==> config.mk <==
export PLATFORM = sky130hd
export DESIGN_NAME = pidl_cell
export DESIGN_NICKNAME = d
export VERILOG_FILES = /design/src/rtl/pidl_pkg.sv /design/src/rtl/pidl_cell.sv
export SDC_FILE = /design/constraint.sdc
export NUM_CORES = 1
export LEC_CHECK = 0
export ABC_AREA = 1
export BUFFER_PORTS_ARGS = -buffer_cell sky130_fd_sc_hd__buf_2
export CAP_MARGIN = 20
export CORE_ASPECT_RATIO = 0.75
export CORE_MARGIN = 2
export CORE_UTILIZATION = 40
export CTS_CLUSTER_DIAMETER = 120
export DETAILED_ROUTE_END_ITERATION = 10
export GPL_ROUTABILITY_DRIVEN = 0
export PLACE_DENSITY = 0.95
export REMOVE_ABC_BUFFERS = 1
export SKIP_CTS_REPAIR_TIMING = 1
export SYNTH_ARGS = -nofsm -noshare
export SYNTH_HDL_FRONTEND = slang
export SYNTH_SLANG_ARGS = --single-unit
==> constraint.sdc <==
create_clock -name clk -period 5.5 [get_ports clk]
set_input_delay 0.55 -clock clk [delete_from_list [all_inputs] [get_ports clk]]
set_output_delay 0.55 -clock clk [all_outputs]
set_load 0.01 [all_outputs]
==> src/rtl/pidl_pkg.sv <==
package pidl_pkg;

  localparam int CAPACITY_DEF = 64;
  localparam int OPC_W        = 2;
  localparam int POS_W        = 6;
  localparam int VAL_W        = 32;
  localparam int STAT_W       = 2;
  localparam int CNT_OUT_W    = 7;

  localparam logic [OPC_W-1:0] OP_INSERT = 2'd0;
  localparam logic [OPC_W-1:0] OP_DELETE = 2'd1;
  localparam logic [OPC_W-1:0] OP_READ   = 2'd2;

  localparam logic [STAT_W-1:0] ST_DONE   = 2'd0;
  localparam logic [STAT_W-1:0] ST_FULL   = 2'd1;
  localparam logic [STAT_W-1:0] ST_BADPOS = 2'd2;

  typedef struct packed {
    logic [OPC_W-1:0]        opcode;
    logic [POS_W-1:0]        position;
    logic signed [VAL_W-1:0] item_value;
  } pidl_req_t;

  typedef struct packed {
    logic [STAT_W-1:0]       status;
    logic signed [VAL_W-1:0] result_value;
    logic [CNT_OUT_W-1:0]    entry_count;
  } pidl_rsp_t;

  typedef struct packed {
    logic ins;
    logic del;
  } pidl_ctl_t;

endpackage

==> src/rtl/pidl_cell.sv <==
module pidl_cell #(
  parameter int CMPW = 7,
  parameter int IDX  = 0
) (
  input  logic                            clk,
  input  pidl_pkg::pidl_ctl_t             ctl,
  input  logic [CMPW-1:0]                 pos,
  input  logic [pidl_pkg::VAL_W-1:0]      ins_value,
  input  logic [pidl_pkg::VAL_W-1:0]      left_data,
  input  logic [pidl_pkg::VAL_W-1:0]      right_data,
  output logic [pidl_pkg::VAL_W-1:0]      data,
  output logic [pidl_pkg::VAL_W-1:0]      tap
);
  import pidl_pkg::*;

  localparam logic [CMPW-1:0] MY_IDX = CMPW'(IDX);

  logic [VAL_W-1:0] data_r;
  logic [VAL_W-1:0] data_nxt;
  logic             hit;
  logic             above;

  assign hit   = (MY_IDX == pos);
  assign above = (MY_IDX > pos);

  always_comb begin
    data_nxt = data_r;
    if (ctl.ins && hit) begin
      data_nxt = ins_value;
    end else if (ctl.ins && above) begin
      data_nxt = left_data;
    end else if (ctl.del && (hit || above)) begin
      data_nxt = right_data;
    end
  end

  always_ff @(posedge clk) begin
    data_r <= data_nxt;
  end

  assign data = data_r;
  assign tap  = hit ? data_r : '0;

endmodule
[Word-level counts from Yosys, hierarchy flattened]
Index checks and enable logic that the tools add are counted.
Word-level totals
  flip-flop bits (word level): 32
Operators by class
  mux-type cells: 4
  $lt $le $gt $ge: 1
  reduce and logical (&&, ||, !) cells: 6
Operator list (number)
  $mux W32: 4
  $gt A1 B7 Y1 const A: 1
  $logic_not A7 Y1: 1
  $logic_and A1 B1 Y1: 3
  $reduce_bool A3 Y1: 1
  $logic_or A1 B1 Y1: 1

[Longest topological paths before layout]
  depth after elaboration: 6
  mapped depth: 7
  gate-level depth less buffers: 6

[Worst setup path before layout]
No wires, ideal clock.
  path type: input port to flip-flop
  from: in pos[6]
  to: reg data_r[0] (netlist: data[0]) (enable)
  buffers on the path: 1
  library setup time: 0.391 ns
  data required time: 5.109 ns
  slack: 3.239 ns
  arrival: 1.870 ns
  stages: 5
  cell sequence: inv_1 -> nand3_2 -> nor2_8 -> buf_8 -> o21a_1
On the way
  word-level cells in the longest chain between the ends: 4
Ends and longest elaborated chain
  from (decl): RTL line pidl_cell.sv:7  | input logic [CMPW-1:0] pos,
  $gt A1 B7 Y1 / $logic_not A7 Y1 (equally long branches): RTL line pidl_cell.sv:24, pidl_cell.sv:23
  $logic_or A1 B1 Y1: RTL line pidl_cell.sv:32  | end else if (ctl.del && (hit || above)) begin
  $logic_and A1 B1 Y1: RTL line pidl_cell.sv:32
  $reduce_bool A3 Y1 (no line) (*)
  to (signal assigned): RTL line pidl_cell.sv:38  | data_r <= data_nxt;
  to (decl): RTL line pidl_cell.sv:18  | logic [VAL_W-1:0] data_r;
Mark *: on every way between the ends. The rest lies on a longest branch, timed or not.
A chain may end at the register's enable or synchronous reset.

[Final worst setup path]
  from: in pos[6]
  to: reg data_r[2] (netlist: data[2]) (enable)
The elaborated chain is that of the path after synthesis.

==> flow_metrics.tcl <==
set metrics [dict create \
    status "finished, final reports clean" \
    fin_cells 381 \
    drt_iter0_markers 62 \
    syn_avg_cell_area_um2 9.44 \
    synthXorXnorAreaFrac_pct 0 \
    nFillCells 392 \
    cts_tree "yes" \
    die_x_um 82.1 \
    grt_pass1_wl_um 8040 \
    vias 1883 \
    crit_chain "buf_2, inv_1, nand3_2, nor2_8, o21a_1, buf_4" \
    max_cap_violations 0 \
    async_reset_ff_share_pct 0 \
    fin_crit_sh_pct 48.3 \
    drc 0 \
    largest_register_ffs 32 \
    die_area_mm2 0.00514 \
    slew-limit-headroom_pct 48.8 \
    cts_root_buffer "clkbuf_8" \
    seq_area_frac_synth_pct 52.5 \
    synth-simple-area-share_pct 40.3 \
    drive_gt1_share_pct 48.1 \
    arrival_ns 2.59 \
    worst-path-max-fanout 33 \
    ir_drop_uv 128 \
    ios 170 \
    critPathKind "in -> reg" \
    area_delta_synth_final_pct 41.3 \
    numCtsBuffers 5 \
    worstSetupEndpoint "data[2]" \
    holdWs_ns 0.533 \
    worst-path-buf-inv 3 \
    grt_antenna_before_repair 0 \
    synth_top_cell_area_share_pct 52.5 \
    finalPower_w 0.000492 \
    slew_viol_final 0 \
    cp.required_ns 5.43 \
    rows 21 \
    synth.distinct_cells 16 \
    die_height_um 62.6 \
    synth_common_cells "67 x nand2_1, 32 x edfxtp_1, 32 x nor3b_1" \
    initial_utilization_pct 41.2 \
    slowest_delay_ns 0.68 \
    vias_per_cell 4.94 \
    tightest_slew_ns 0.767 \
    hold_class "in -> reg" \
    final_antenna_net_count 0 \
    synthCells 194 \
    fin_util_pct 58.2 \
    yosys_warnings 0 \
    portBuffers 137 \
    antenna_cells 0 \
    hold_violations 0 \
    critPathCaptureType "flop" \
    min_period_ns 2.66 \
    hpwl_um 3570 \
    ys.flop_type "edfxtp_1" \
    cp.depth 6 \
    clkSlewWorstSetupHoldPaths_ns 0.06 \
    core_mm2 0.00444 \
    grt_max_degree 35 \
    synth_top_family_by_area "simple AND/OR/NAND/NOR gates" \
    grt-ovfl-total 0 \
    finalWirelength_um 5030 \
    startpoint_type "input port" \
    crit_family "simple AND/OR/NAND/NOR gates" \
    fin_setup_tns_ns 0 \
    place_inst 374 \
    setup_viol 0 \
    multi_input_area_um2 746 \
    grt_pass1_vias 1818 \
    wl_per_cell_um 13.2 \
    synthAdderAreaFrac_pct 0 \
    rsz0062_at_grt "false" \
    first_pass_iters 4 \
    crit_start "pos[6]" \
    ys_ff_latch 32 \
    synth_edf_count 32 \
    synth_area_mm2 0.00183 \
    clock_tree.buffer_depth 2 \
    grt_use_total_pct 20.2 \
    cts_sinks 32 \
    synth.most_common_cell "nand2_1" \
    power_density_mw_per_mm2 190 \
    synth.largest_area_cell "edfxtp_1" \
    layout.nets 430 \
    crit_slowest_cell "nor2_8" \
    synth_compound_area_share_pct 0.410 \
    seqCellArea_um2 961 \
    h-tree-depth 2 \
    netlist_top_cells_area "edfxtp_1 52%, nand2_1 14%, nor3b_1 13%" \
    p_leak_nw 1.30 \
    whs_path_depth 3 \
    muxShareOfSynthArea_pct 0 \
    max_freq_mhz 376 \
]
## cells in the final DEF (no fill, tap or decap), drive strengths merged
master / instances
inv: 6
nand2: 68
o21a: 1
buf: 139
nand3: 34
nor2: 5
clkbuf: 6
nor3b: 32
clkinv: 1
edfxtp: 32
## worst min-delay path by stage
stage,slack [ns],start,to
after CTS,0.52,right_data[24],data[24]
final,0.53,right_data[25],data[25]
after detailed placement,0.82,right_data[24],data[24]
after floorplan,0.73,right_data[0],data[0]
after global routing,0.53,right_data[30],data[30]
after global placement,0.81,right_data[8],data[8]
## logic make-up (layout without fill, tap and decap cells)
kind of cell	after synthesis	count (layout)
AND/OR/NAND/NOR	139	139
flip-flops	32	32
buffers and inverters	22	152
AO/OA/AOI/OAI	1	1
## routing by layer
layer / routed length [um] / vias up / track usage, %
met2: 2500 / 88 / 35.5
met3: 336 / 11 / 3.32
met4: 110 / 0 / 11.0
met5: 0 / - / 0
met1: 2090 / 865 / 22.8
li1: - / 919 / -
## power by group
part | leakage, nW | switching (W) | internal [W]
Combinational | 0.972 | 0.0000287 | 0.0000261
Sequential | 0.288 | 0.000000538 | 0.000270
Clock | 0.0410 | 0.0000807 | 0.0000858
## through the flow
stage / setup WS [ns] / instance area (um^2)
global placement: 2.60 / 2490
detailed placement: 2.53 / 2510
finish: 2.84 / 2590
global route: 2.62 / 2590
CTS: 2.83 / 2590
floorplan: 2.77 / 1730
## cell type report
type                    count  share of cell area, %
clock buffers               6                   2.81
clock inverters             1                  0.194
inverters                   6                  0.871
multi-input cells         140                   28.8
flip-flops and latches     32                   37.2
well taps                  57                   2.76
repair buffers            139                   27.4
Note: power is estimated with default switching activity, not from simulation.
